**src/cp2u8_pkg.sv**
```systemverilog
// Package: encoding codes, codepage tables and queue entry type for the transcoder
`timescale 1ns / 1ps
`default_nettype none
package cp2u8_pkg;

  localparam logic [1:0] ENC_UTF8    = 2'd0;
  localparam logic [1:0] ENC_WIN1251 = 2'd1;
  localparam logic [1:0] ENC_WIN1252 = 2'd2;

  localparam int unsigned QDEPTH = 4;
  localparam int unsigned QAW    = $clog2(QDEPTH);

  // Windows-1251 0x80..0xFF
  localparam logic [15:0] CP1251_UPPER [128] = '{
    16'h0402, 16'h0403, 16'h201A, 16'h0453, 16'h201E, 16'h2026, 16'h2020, 16'h2021,
    16'h20AC, 16'h2030, 16'h0409, 16'h2039, 16'h040A, 16'h040C, 16'h040B, 16'h040F,
    16'h0452, 16'h2018, 16'h2019, 16'h201C, 16'h201D, 16'h2022, 16'h2013, 16'h2014,
    16'h0020, 16'h2122, 16'h0459, 16'h203A, 16'h045A, 16'h045C, 16'h045B, 16'h045F,
    16'h00A0, 16'h040E, 16'h045E, 16'h0408, 16'h00A4, 16'h0490, 16'h00A6, 16'h00A7,
    16'h0401, 16'h00A9, 16'h0404, 16'h00AB, 16'h00AC, 16'h00AD, 16'h00AE, 16'h0407,
    16'h00B0, 16'h00B1, 16'h0406, 16'h0456, 16'h0491, 16'h00B5, 16'h00B6, 16'h00B7,
    16'h0451, 16'h2116, 16'h0454, 16'h00BB, 16'h0458, 16'h0405, 16'h0455, 16'h0457,
    16'h0410, 16'h0411, 16'h0412, 16'h0413, 16'h0414, 16'h0415, 16'h0416, 16'h0417,
    16'h0418, 16'h0419, 16'h041A, 16'h041B, 16'h041C, 16'h041D, 16'h041E, 16'h041F,
    16'h0420, 16'h0421, 16'h0422, 16'h0423, 16'h0424, 16'h0425, 16'h0426, 16'h0427,
    16'h0428, 16'h0429, 16'h042A, 16'h042B, 16'h042C, 16'h042D, 16'h042E, 16'h042F,
    16'h0430, 16'h0431, 16'h0432, 16'h0433, 16'h0434, 16'h0435, 16'h0436, 16'h0437,
    16'h0438, 16'h0439, 16'h043A, 16'h043B, 16'h043C, 16'h043D, 16'h043E, 16'h043F,
    16'h0440, 16'h0441, 16'h0442, 16'h0443, 16'h0444, 16'h0445, 16'h0446, 16'h0447,
    16'h0448, 16'h0449, 16'h044A, 16'h044B, 16'h044C, 16'h044D, 16'h044E, 16'h044F
  };

  // Windows-1252 0x80..0x9F; holes are spaces
  localparam logic [15:0] CP1252_LOW_UPPER [32] = '{
    16'h20AC, 16'h0020, 16'h201A, 16'h0192, 16'h201E, 16'h2026, 16'h2020, 16'h2021,
    16'h02C6, 16'h2030, 16'h0160, 16'h2039, 16'h0152, 16'h0020, 16'h017D, 16'h0020,
    16'h0020, 16'h2018, 16'h2019, 16'h201C, 16'h201D, 16'h2022, 16'h2013, 16'h2014,
    16'h02DC, 16'h2122, 16'h0161, 16'h203A, 16'h0153, 16'h0020, 16'h017E, 16'h0178
  };

  typedef struct packed {
    logic [7:0] b0;
    logic [7:0] b1;
    logic [7:0] b2;
    logic [1:0] nbytes;  // 1..3
    logic       eot;
  } q_entry_t;

endpackage
`default_nettype wire

```
**src/cp2u8_if.sv**
```systemverilog
// Interfaces: source byte channel and UTF-8 result channel
`timescale 1ns / 1ps
`default_nettype none
interface cp2u8_in_if;
  logic       valid;
  logic       ready;
  logic [7:0] in_byte;
  logic       end_of_text;

  modport source (output valid, output in_byte, output end_of_text, input ready);
  modport sink   (input valid, input in_byte, input end_of_text, output ready);
endinterface

interface cp2u8_out_if;
  logic       valid;
  logic       ready;
  logic [7:0] out_byte;
  logic       run_last;
  logic       text_end;

  modport source (output valid, output out_byte, output run_last, output text_end,
                  input ready);
  modport sink   (input valid, input out_byte, input run_last, input text_end,
                  output ready);
endinterface
`default_nettype wire

```
**src/codepage_to_utf8_transcoder.sv**
```systemverilog
// Top level: codepage to UTF-8 transcoder
`timescale 1ns / 1ps
`default_nettype none
// Takes one source text byte per transaction and emits its UTF-8 form, one byte
// per result transaction, with run_last on the final byte of each character and
// text_end on the final byte of a character whose input had end_of_text set.
// cfg_wdata selects the source encoding (0 passthrough, 1 Windows-1251,
// 2 Windows-1252 with Latin-1 upper half, 3 acts as passthrough); write it only
// while the block is idle. An input byte occupies the result channel for as
// many transactions as its UTF-8 length, 1 to 3, since the back-end serialiser
// puts out one byte per cycle while the result channel is ready; the input side
// keeps taking bytes into a four-entry queue meanwhile until that queue is full.
module codepage_to_utf8_transcoder (
  input  wire logic        clk,
  input  wire logic        rst_n,
  input  wire logic        cfg_we,
  input  wire logic [1:0]  cfg_wdata,
  cp2u8_in_if.sink         in_ch,
  cp2u8_out_if.source      out_ch
);
  import cp2u8_pkg::*;

  logic     q_push;
  logic     q_pop;
  logic     q_full;
  logic     q_nonempty;
  q_entry_t q_wdata;
  q_entry_t q_rdata;

  cp2u8_front u_front (
    .clk       (clk),
    .rst_n     (rst_n),
    .cfg_we    (cfg_we),
    .cfg_wdata (cfg_wdata),
    .in_ch     (in_ch),
    .q_full    (q_full),
    .q_push    (q_push),
    .q_wdata   (q_wdata)
  );

  cp2u8_fifo u_fifo (
    .clk      (clk),
    .rst_n    (rst_n),
    .push     (q_push),
    .wdata    (q_wdata),
    .pop      (q_pop),
    .rdata    (q_rdata),
    .full     (q_full),
    .nonempty (q_nonempty)
  );

  cp2u8_back u_back (
    .clk        (clk),
    .rst_n      (rst_n),
    .q_nonempty (q_nonempty),
    .q_rdata    (q_rdata),
    .q_pop      (q_pop),
    .out_ch     (out_ch)
  );

endmodule
`default_nettype wire

```
**src/cp2u8_front.sv**
```systemverilog
// Front end: encoding register, codepage lookup and UTF-8 byte formation
`timescale 1ns / 1ps
`default_nettype none
module cp2u8_front (
  input  wire logic              clk,
  input  wire logic              rst_n,
  input  wire logic              cfg_we,
  input  wire logic [1:0]        cfg_wdata,
  cp2u8_in_if.sink               in_ch,
  input  wire logic              q_full,
  output logic                   q_push,
  output cp2u8_pkg::q_entry_t    q_wdata
);
  import cp2u8_pkg::*;

  logic [1:0]  enc_r;
  logic [1:0]  enc_nxt;
  logic [15:0] code;
  logic        mapped;

  always_comb begin
    enc_nxt = enc_r;
    if (cfg_we) begin
      enc_nxt = cfg_wdata;
    end
  end

  always_ff @(posedge clk) begin
    if (!rst_n) begin
      enc_r <= ENC_UTF8;
    end else begin
      enc_r <= enc_nxt;
    end
  end

  assign in_ch.ready = !q_full;
  assign q_push      = in_ch.valid && !q_full;

  // code point of the byte; ASCII always maps to itself
  always_comb begin
    code   = {8'h00, in_ch.in_byte};
    mapped = 1'b0;
    unique case (enc_r)
      ENC_WIN1251: begin
        mapped = 1'b1;
        if (in_ch.in_byte[7]) begin
          code = CP1251_UPPER[in_ch.in_byte[6:0]];
        end
      end
      ENC_WIN1252: begin
        mapped = 1'b1;
        if (in_ch.in_byte[7:5] == 3'b100) begin
          code = CP1252_LOW_UPPER[in_ch.in_byte[4:0]];
        end
      end
      default: mapped = 1'b0;  // passthrough, unused code included
    endcase
  end

  always_comb begin
    q_wdata.eot = in_ch.end_of_text;
    q_wdata.b1  = {2'b10, code[11:6]};
    q_wdata.b2  = {2'b10, code[5:0]};
    if (!mapped || code[15:7] == 9'd0) begin
      q_wdata.b0     = code[7:0];
      q_wdata.nbytes = 2'd1;
    end else if (code[15:11] == 5'd0) begin
      q_wdata.b0     = {3'b110, code[10:6]};
      q_wdata.b1     = {2'b10, code[5:0]};
      q_wdata.nbytes = 2'd2;
    end else begin
      q_wdata.b0     = {4'b1110, code[15:12]};
      q_wdata.nbytes = 2'd3;
    end
  end

endmodule
`default_nettype wire

```
**src/cp2u8_fifo.sv**
```systemverilog
// Short queue of formed characters between front and back ends
`timescale 1ns / 1ps
`default_nettype none
module cp2u8_fifo (
  input  wire logic                clk,
  input  wire logic                rst_n,
  input  wire logic                push,
  input  wire cp2u8_pkg::q_entry_t wdata,
  input  wire logic                pop,
  output cp2u8_pkg::q_entry_t      rdata,
  output logic                     full,
  output logic                     nonempty
);
  import cp2u8_pkg::*;

  q_entry_t         mem_r [QDEPTH];
  logic [QAW-1:0]   wr_ptr_r, wr_ptr_nxt;
  logic [QAW-1:0]   rd_ptr_r, rd_ptr_nxt;
  logic [QAW:0]     count_r, count_nxt;

  assign full     = (count_r == QDEPTH[QAW:0]);
  assign nonempty = (count_r != '0);
  assign rdata    = mem_r[rd_ptr_r];

  always_comb begin
    wr_ptr_nxt = wr_ptr_r;
    rd_ptr_nxt = rd_ptr_r;
    count_nxt  = count_r;
    if (push) begin
      wr_ptr_nxt = wr_ptr_r + 1'b1;
    end
    if (pop) begin
      rd_ptr_nxt = rd_ptr_r + 1'b1;
    end
    if (push && !pop) begin
      count_nxt = count_r + 1'b1;
    end else if (pop && !push) begin
      count_nxt = count_r - 1'b1;
    end
  end

  always_ff @(posedge clk) begin
    if (!rst_n) begin
      wr_ptr_r <= '0;
      rd_ptr_r <= '0;
      count_r  <= '0;
    end else begin
      wr_ptr_r <= wr_ptr_nxt;
      rd_ptr_r <= rd_ptr_nxt;
      count_r  <= count_nxt;
    end
  end

  always_ff @(posedge clk) begin
    if (push) begin
      mem_r[wr_ptr_r] <= wdata;
    end
  end

endmodule
`default_nettype wire

```
**src/cp2u8_back.sv**
```systemverilog
// Back end: serialises one queued character into UTF-8 bytes on the result channel
`timescale 1ns / 1ps
`default_nettype none
module cp2u8_back (
  input  wire logic                clk,
  input  wire logic                rst_n,
  input  wire logic                q_nonempty,
  input  wire cp2u8_pkg::q_entry_t q_rdata,
  output logic                     q_pop,
  cp2u8_out_if.source              out_ch
);
  import cp2u8_pkg::*;

  q_entry_t   cur_r, cur_nxt;
  logic       have_r, have_nxt;
  logic [1:0] idx_r, idx_nxt;
  logic       ovalid_r, ovalid_nxt;
  logic [7:0] obyte_r, obyte_nxt;
  logic       olast_r, olast_nxt;
  logic       oend_r, oend_nxt;
  logic       out_free;
  logic       emit;
  logic       last;
  logic [7:0] sel_byte;

  assign out_free = !ovalid_r || out_ch.ready;
  assign emit     = have_r && out_free;
  assign last     = (idx_r == cur_r.nbytes - 2'd1);
  // refill on the cycle the final byte leaves so single-byte characters stream
  assign q_pop    = q_nonempty && (!have_r || (emit && last));

  always_comb begin
    case (idx_r)
      2'd0:    sel_byte = cur_r.b0;
      2'd1:    sel_byte = cur_r.b1;
      default: sel_byte = cur_r.b2;
    endcase
  end

  always_comb begin
    cur_nxt    = cur_r;
    have_nxt   = have_r;
    idx_nxt    = idx_r;
    ovalid_nxt = ovalid_r;
    obyte_nxt  = obyte_r;
    olast_nxt  = olast_r;
    oend_nxt   = oend_r;
    if (emit) begin
      ovalid_nxt = 1'b1;
      obyte_nxt  = sel_byte;
      olast_nxt  = last;
      oend_nxt   = last && cur_r.eot;
      idx_nxt    = idx_r + 2'd1;
      if (last) begin
        have_nxt = 1'b0;
      end
    end else if (out_ch.ready) begin
      ovalid_nxt = 1'b0;
    end
    if (q_pop) begin
      cur_nxt  = q_rdata;
      have_nxt = 1'b1;
      idx_nxt  = 2'd0;
    end
  end

  always_ff @(posedge clk) begin
    if (!rst_n) begin
      have_r   <= 1'b0;
      ovalid_r <= 1'b0;
      idx_r    <= 2'd0;
    end else begin
      have_r   <= have_nxt;
      ovalid_r <= ovalid_nxt;
      idx_r    <= idx_nxt;
    end
  end

  always_ff @(posedge clk) begin
    cur_r   <= cur_nxt;
    obyte_r <= obyte_nxt;
    olast_r <= olast_nxt;
    oend_r  <= oend_nxt;
  end

  assign out_ch.valid    = ovalid_r;
  assign out_ch.out_byte = obyte_r;
  assign out_ch.run_last = olast_r;
  assign out_ch.text_end = oend_r;

endmodule
`default_nettype wire
```
**src/flat_wrapper.sv**
```systemverilog
// flat-port wrapper written by rule: the top's interface ports become plain ports
module codepage_to_utf8_transcoder_flat import cp2u8_pkg::*;
  (clk, rst_n, cfg_we, cfg_wdata, in_ch_valid, in_ch_in_byte, in_ch_end_of_text, in_ch_ready, out_ch_valid, out_ch_out_byte, out_ch_run_last, out_ch_text_end, out_ch_ready);
  cp2u8_in_if in_ch_i ();
  cp2u8_out_if out_ch_i ();
  input  wire logic clk;
  input  wire logic rst_n;
  input  wire logic cfg_we;
  input  wire logic [1:0] cfg_wdata;
  input wire logic [$bits(in_ch_i.valid)-1:0] in_ch_valid;
  input wire logic [$bits(in_ch_i.in_byte)-1:0] in_ch_in_byte;
  input wire logic [$bits(in_ch_i.end_of_text)-1:0] in_ch_end_of_text;
  output wire logic [$bits(in_ch_i.ready)-1:0] in_ch_ready;
  output wire logic [$bits(out_ch_i.valid)-1:0] out_ch_valid;
  output wire logic [$bits(out_ch_i.out_byte)-1:0] out_ch_out_byte;
  output wire logic [$bits(out_ch_i.run_last)-1:0] out_ch_run_last;
  output wire logic [$bits(out_ch_i.text_end)-1:0] out_ch_text_end;
  input wire logic [$bits(out_ch_i.ready)-1:0] out_ch_ready;
  assign in_ch_i.valid = in_ch_valid;
  assign in_ch_i.in_byte = in_ch_in_byte;
  assign in_ch_i.end_of_text = in_ch_end_of_text;
  assign in_ch_ready = in_ch_i.ready;
  assign out_ch_valid = out_ch_i.valid;
  assign out_ch_out_byte = out_ch_i.out_byte;
  assign out_ch_run_last = out_ch_i.run_last;
  assign out_ch_text_end = out_ch_i.text_end;
  assign out_ch_i.ready = out_ch_ready;
  codepage_to_utf8_transcoder u_core (.clk(clk), .rst_n(rst_n), .cfg_we(cfg_we), .cfg_wdata(cfg_wdata), .in_ch(in_ch_i), .out_ch(out_ch_i));
endmodule
```
**config.mk**
```make
export PLATFORM = sky130hd
export DESIGN_NAME = codepage_to_utf8_transcoder_flat
export DESIGN_NICKNAME = d
export VERILOG_FILES = /design/src/cp2u8_pkg.sv /design/src/cp2u8_if.sv /design/src/codepage_to_utf8_transcoder.sv /design/src/cp2u8_front.sv /design/src/cp2u8_fifo.sv /design/src/cp2u8_back.sv /design/src/flat_wrapper.sv
export SDC_FILE = /design/constraint.sdc
export NUM_CORES = 1
export LEC_CHECK = 0
export BUFFER_PORTS_ARGS = -buffer_cell sky130_fd_sc_hd__buf_2
export CORE_ASPECT_RATIO = 1.1
export CORE_MARGIN = 2
export CORE_UTILIZATION = 46
export DETAILED_ROUTE_END_ITERATION = 10
export HOLD_SLACK_MARGIN = 0.08
export RECOVER_POWER = 50
export SLEW_MARGIN = 20
export SYNTH_ARGS = -nofsm -noshare
export SYNTH_HDL_FRONTEND = slang
export SYNTH_HIERARCHICAL = 1
export SYNTH_SLANG_ARGS = --single-unit
export TNS_END_PERCENT = 10
```
**constraint.sdc**
```tcl
create_clock -name clk -period 8.6 [get_ports clk]
set_input_delay 0.86 -clock clk [delete_from_list [all_inputs] [get_ports clk]]
set_output_delay 0.86 -clock clk [all_outputs]
set_load 0.02 [all_outputs]
```
## Word-level counts from Yosys, hierarchy flattened

Memory sizes are Yosys's and may differ from the RTL's. A register that Yosys moved wholly into a read port is not among the register bits.
Cells that the tools add are included.

- Register bits: 39
- Memory bits (read-only): 2560
- Bits in writable memories: 92
- Memories: 3
- Output and inout port bits: 12
- Input bits: 16
- Word-level logic and storage cells: 83

Memory list:

| name | depth | width | read ports | clocked after memory_dff | write ports | line | text |
|---|---|---|---|---|---|---|---|
| (no name shown) | 128 | 16 | 1 | 0 | 0 | cp2u8_front.sv:47 | `code = CP1251_UPPER[in_ch.in_byte[6:0]];` |
| (no name shown) | 32 | 16 | 1 | 0 | 0 | cp2u8_front.sv:53 | `code = CP1252_LOW_UPPER[in_ch.in_byte[4:0]];` |
| u_core.u_fifo.mem_r | 4 | 23 | 1 | 1 | 1 | cp2u8_fifo.sv:16 | `q_entry_t mem_r [QDEPTH];` |

- Equal/unequal tests: 6
- Bitwise operators: 3
- Reduce and logical (&&, ||, !) cells: 27
- $add $sub $neg: 6
- Order comparisons: 2
- Muxes and demuxes: 24

Operators with widths:

| cell | count |
|---|---|
| $mux W16 | 6 |
| $pmux W16 S2 | 1 |
| $mux W6 | 3 |
| $pmux W8 S2 | 1 |
| $logic_not A9 Y1 | 1 |
| $mux W1 | 9 |
| $ge A8 B8 Y1 const B | 1 |
| $mux W8 | 1 |
| $not A7 Y8 | 1 |
| $reduce_bool A2 Y1 | 4 |
| $logic_and A1 B1 Y1 | 7 |
| $add A2 B1 Y2 const B | 3 |
| $eq A3 B3 Y1 const B | 2 |
| $ge A6 B6 Y1 const B | 1 |
| $logic_not A1 Y1 | 6 |
| $mux W3 | 2 |
| $not A5 Y6 | 1 |
| $logic_not A5 Y1 | 1 |
| $eq A2 B1 Y1 const B | 2 |
| $reduce_or A2 Y1 | 2 |
| $add A3 B1 Y3 const B | 1 |
| $logic_or A1 B1 Y1 | 3 |
| $reduce_bool A3 Y1 | 1 |
| $sub A3 B1 Y3 const B | 1 |
| 7 further kinds | 7 |

## Depth between registers and ports, before layout

- Depth in word-level cells: 9
- Mapped depth: 13
- Mapped depth without buffers: 11

## Hierarchy

Netlist, hierarchy kept.

By module, submodules not included:

| module | cells an instance | instances | area each (um^2) |
|---|---|---|---|
| cp2u8_fifo | 184 | 1 | 4390.5 |
| cp2u8_front | 342 | 1 | 2529.9 |
| cp2u8_back | 94 | 1 | 1498.9 |

## Worst setup path after synthesis

No wires, ideal clock.

- Path kind: input -> register
- Start point: in out_ch_ready
- End point: reg u_core.u_fifo.count_r[2]
- Setup slack: 5.122 ns
- Arrival time: 3.402 ns
- Library setup time: 0.076 ns
- Stages: 10
- Cells stage by stage: nand2b_4 a21oi_2 nor2_1 inv_1 ha_1 inv_1 fa_1 xor2_1 or3_1 a21boi_0

- Cells in the longest elaborated chain, start to end: 8

Ends and longest elaborated chain:

| item | line | text |
|---|---|---|
| start, declared | flat_wrapper.sv:18 | `input wire logic [$bits(out_ch_i.ready)-1:0] out_ch_ready;` |
| $logic_or A1 B1 Y1 * | cp2u8_back.sv:26 | `assign out_free = !ovalid_r \|\| out_ch.ready;` |
| $logic_and A1 B1 Y1 * | cp2u8_back.sv:27 | `assign emit = have_r && out_free;` |
| $logic_and A1 B1 Y1 * | cp2u8_back.sv:30 | `assign q_pop = q_nonempty && (!have_r \|\| (emit && last));` |
| $logic_or A1 B1 Y1 * | cp2u8_back.sv:30 |  |
| $logic_and A1 B1 Y1 * | cp2u8_back.sv:30 |  |
| via u_core.q_pop | codepage_to_utf8_transcoder.sv:24 | `logic q_pop;` |
| $logic_not A1 Y1 | cp2u8_fifo.sv:35 | `if (push && !pop) begin` |
| $logic_and A1 B1 Y1 | cp2u8_fifo.sv:35 |  |
| $mux W3 / $reduce_bool A2 Y1 (equally long branches) | -- |  |
| end signal, assigned | cp2u8_fifo.sv:50 | `count_r <= count_nxt;` |
| end, declared | cp2u8_fifo.sv:19 | `logic [QAW:0] count_r, count_nxt;` |

The timed path passes the listed nets; every way through them passes the cells marked *.
A chain may end at the register's enable or synchronous reset.

## Final worst setup path

- Start point: in in_ch_in_byte[2]
- End point: mem u_core/u_fifo/mem_r[1][21] (netlist bit) (data pin)

- Cells in the longest elaborated chain, start to end: 9

Ends and longest elaborated chain:

| item | line | text |
|---|---|---|
| start, declared | flat_wrapper.sv:11 | `input wire logic [$bits(in_ch_i.in_byte)-1:0] in_ch_in_byte;` |
| $not A7 Y8 (implied by the code) / $not A5 Y6 (equally long branches) | cp2u8_front.sv:47, cp2u8_front.sv:53 |  |
| $mem_v2 Z128 W16 / $mem_v2 Z32 W16 (equally long branches) | -- |  |
| $mux W16 (on tied branches) (2 in a row) | cp2u8_front.sv:47, cp2u8_front.sv:53 |  |
| $mux W16 (on tied branches) | cp2u8_front.sv:46, cp2u8_front.sv:52 |  |
| $pmux W16 S2 * | cp2u8_front.sv:43 | `unique case (enc_r)` |
| $logic_not A9 Y1 | cp2u8_front.sv:64 | `if (!mapped \|\| code[15:7] == 9'd0) begin` |
| $logic_or A1 B1 Y1 | cp2u8_front.sv:64 |  |
| $mux W8 * | cp2u8_front.sv:64 |  |
| end, declared | cp2u8_fifo.sv:16 |  |

Mark *: on every way between the ends. The rest lies on a longest branch, timed or not. The select of a mux whose other input is x is not followed.

==> results.md <==
* Run status: finished, violations left
* Violations in the final reports: max-capacitance violations, max-slew violations
* Classification of the worst setup path: primary input to flip-flop
* First-pass DRT Iterations at 5
* Setup TNS after final layout at 0 ps
* WP data required at 8710 ps
* Count of mapped cells out of synthesis at 620
* Sequential fraction of the synthesis area at 55.28%
* P per Cell Area at 276.1 mW/mm^2
* Row count at 51
* Maximum fanout count along the critical path at 57
* Min Hold Slack at 511.8 ps
* Total of endpoints with negative setup slack in the final report at 0
* Sw power at 710.3 uW
* Post-DRT Antenna Nets at 0
* CTS Root Cell: sky130_fd_sc_hd__clkbuf_16
* CP Launch Type: primary input
* Clock network fraction of design power at 31.4%
* Antenna diode count at 0
* Overall die area at 0.01940 mm^2
* Worst-case headroom to the max-slew limit at -45.17%
* Starting DRC count in detailed routing at 429
* Mapped Avg Cell Area at 13.58 um^2
* Cells along the critical path: buf_2, buf_4, inv_1, ha_1, nand2_1, a21oi_1, o41ai_1, o2111ai_1, a21oi_1, nand2b_1, o32ai_1
* Core area at ~0.018 mm^2
* Main synth FF type: sky130_fd_sc_hd__edfxtp_1
* Top post-synthesis cells by area: sky130_fd_sc_hd__edfxtp_1 52%, sky130_fd_sc_hd__mux4_2 5.9%, sky130_fd_sc_hd__dfxtp_1 3.6%
* Cell seen most often among critical-path stages: sky130_fd_sc_hd__a21oi_1
* Fraction of the cycle the final worst path needs at 43.55%
* Post-layout util at around half
* Largest stage delay, worst path at 480 ps
* Unrepaired setup endpoints after global routing: false
* Later-pin clock latency in the skew report at 420 ps
* Residual DRC count at 0
* Detailed-route vias per instance at between 5 and 6
* Fraction of power spent switching nets at between 20 and 30%
* Max-slew violation count at 171
* Total standard cell area after synthesis at between 0.008 and 0.009 mm^2
* Setup Buffers After CTS at 0
* Unique cell type count in the Yosys netlist at 92
* Post-cts resize count at 0
* Count of pins on the block boundary at 28
* First-pass GRT wire length at 28360 um
* CTS tree: done
* Detailed Route WL at approximately 18000 um
* Maximum count of clock buffers along a single path at 2
* Endpoint kind of the worst setup timing path: flip-flop
* Final-report hold violation count at 0
* Post-DR wirelength/cell at 20.33 um
* Achievable Freq at 267.0 MHz
* Fraction of power consumed by sequential logic at 46.2%
* Die H at 145.9 um
* Layout Nets at 665
* Static leakage at 0.003137 uW
* Number of global-route vias before repair at 5045
* Share of total power in combinational logic at 22.4%
* Gr ovfl total at 0
* Number of cell instances on the worst register-to-register path at 12
* Num CTS Buffers at 17
* Placed Instance Area at 0.008493 mm^2
* Final standard cell area without fillers at 0.009086 mm^2
* GRT Overall Usage at 19.06%
* Internal at about 1800 uW
* Worst hold path cell count at 2
* Layout overhead on the synthesized area at 7.921%
* Proportion of synthesized flip-flops having asynchronous set or reset at 0%
* Post-CTS Hold Fix Bufs at 0
* Post-DP HPWL at 11830 um
* Reg clk slew, reported paths at 60 ps
* Worst path slowest cell: sky130_fd_sc_hd__buf_4
* Number of storage elements in the synthesis netlist at between 150 and 200
* Actual transition at the worst max-transition pin at approximately 2200 ps
* Deepest level of the CTS H-tree at 4
* Clock skew after layout at 8.988 ps
* Warnings, synthesis at 6
* Horizontal die dimension at between 100 and 150 um
* Routability congestion estimate at about 0.9
* Fraction of synthesized cell area taken by the top area cell type at 51.72%
* Library cell occupying the most area in the post-synthesis netlist: sky130_fd_sc_hd__edfxtp_1
* Period minus WS final at approximately 3700 ps
* Worst-case vdd ir drop at 0.1406 mV
* Largest net degree at the start of global routing at 70
* Initial antenna violation count at 0
* Count of max-cap constraint violations at 6
* Total power at 2509 uW
* Layout cells sized above 1 at 15.96%
* Number of clock sinks at 160
* Crit path DAT at 3860 ps
* Initial cell density of the core at between 40 and 50%
* Quantity of I/O buffers inserted on ports at 27
* Tightest Hold Check Type: flip-flop to flip-flop
* Number of flops mapped to enable cells by yosys at ~150
* Total via count in the routed design at 5114
[registers in the layout, summed over array words and instances, names as in the netlist, named ones only]
| signal | count |
|---|---|
| u_core/u_back/cur_r | 27 |
| u_core/u_back/have_r | 1 |
| u_core/u_back/idx_r | 2 |
| u_core/u_back/out_ch.out_byte | 8 |
| u_core/u_back/out_ch.run_last | 1 |
| u_core/u_back/out_ch.text_end | 1 |
| u_core/u_back/out_ch.valid | 1 |
| u_core/u_fifo/count_r | 3 |
| u_core/u_fifo/mem_r | 108 |
| u_core/u_fifo/rd_ptr_r | 2 |
| u_core/u_fifo/wr_ptr_r | 2 |
| u_core/u_front/enc_r | 2 |
[synthesized netlist by cell type (all sizes together) (8+ instances only)]
library cell,number
a211oi,8
a21oi,28
a22oi,13
and2,13
buf,32
clkbuf,15
dfxtp,15
edfxtp,145
ha,22
inv,24
mux2i,8
mux4,29
nand2,46
nand2b,17
nand3,10
nor2,23
nor2b,17
o21ai,32
[worst max-delay path, delay by kind of cell]
kind                     cells  cell delay, ps
AO/OA/AOI/OAI                5            1410
adder cells (fa/ha/maj)      1             290
AND/OR/NAND/NOR              2             320
buffers and inverters        3             950
[through the flow]
step / setup slack, ps / cells
after floorplan: 5122 / 622
after global placement: 4650 / 845
final: 4854 / 877
after CTS: 4968 / 877
after global routing: 4365 / 877
after detailed placement: 4539 / 845
[path summary, 6_finish.rpt]
kind	startpoint	end	slack [ps]
setup / recovery	in_ch_in_byte[2]	u_core/u_fifo/mem_r[1][21]$_DFFE_PP_	4850
hold / removal	u_core/u_back/have_r$_SDFFE_PN0P_	u_core/u_back/out_ch.valid$_SDFFE_PN0P_	510
setup reg to reg	u_core/u_back/cur_r[2]$_DFFE_PP_	u_core/u_fifo/count_r[2]$_SDFFE_PN0P_	4870
hold reg to reg	u_core/u_back/have_r$_SDFFE_PN0P_	u_core/u_back/out_ch.valid$_SDFFE_PN0P_	510
[kinds of logic (layout without fill, tap and decap cells)]
group	count (synthesis)	count (layout)	synth area share (%)
compound gates	151	151	13.61
fa+ha+maj	23	23	3.507
mux	41	41	9.645
other cells	2	4	0.08920
xor+xnor	7	7	0.7282
flops	160	160	55.28
simple gates	165	165	11.16
buf+inv	71	88	5.974
[layout by cell type (no fill, tap or decap), drive strengths merged, types with 6 or more instances in the layout]
cell type and instances:
dfxtp 15, nand2b 17, inv 30, a2111oi 6, nand3 10, a21oi 28, mux2i 8, and2 13
mux4 29, ha 22, edfxtp 145, clkbuf 32, a22oi 13, nand2 46, nor2b 17, nor2 23
o21ai 32, a211oi 8, buf 17
[layer usage]
metal	wire [um]	global-route usage, %	vias to the layer above
li1	-	-	2379
met1	7422	23.90	2557
met2	9298	33.47	158
met3	772	2.961	20
met4	336	6.828	0
met5	0	0	-
[power by group through the flow]
stage / clock (uW) / sequential, uW / combinational, uW
after floorplan: 0 / 1160 / 437
after CTS: 808 / 1160 / 582
after global placement: 0 / 1170 / 569
after detailed placement: 0 / 1170 / 580
final: 789 / 1160 / 561
after global routing: 843 / 1180 / 622
[area by class of cell]
cell class / instances / area, um^2
inverters: 24 / 90.09
clock inverters: 15 / 206.4
multi-input cells: 391 / 3261
repair buffers: 32 / 151.4
fillers: 1527 / 8717
flip-flops and latches: 160 / 4654
well taps: 238 / 297.8
clock buffers: 17 / 425.4
No activity file was read; power rests on OpenSTA's default activity.
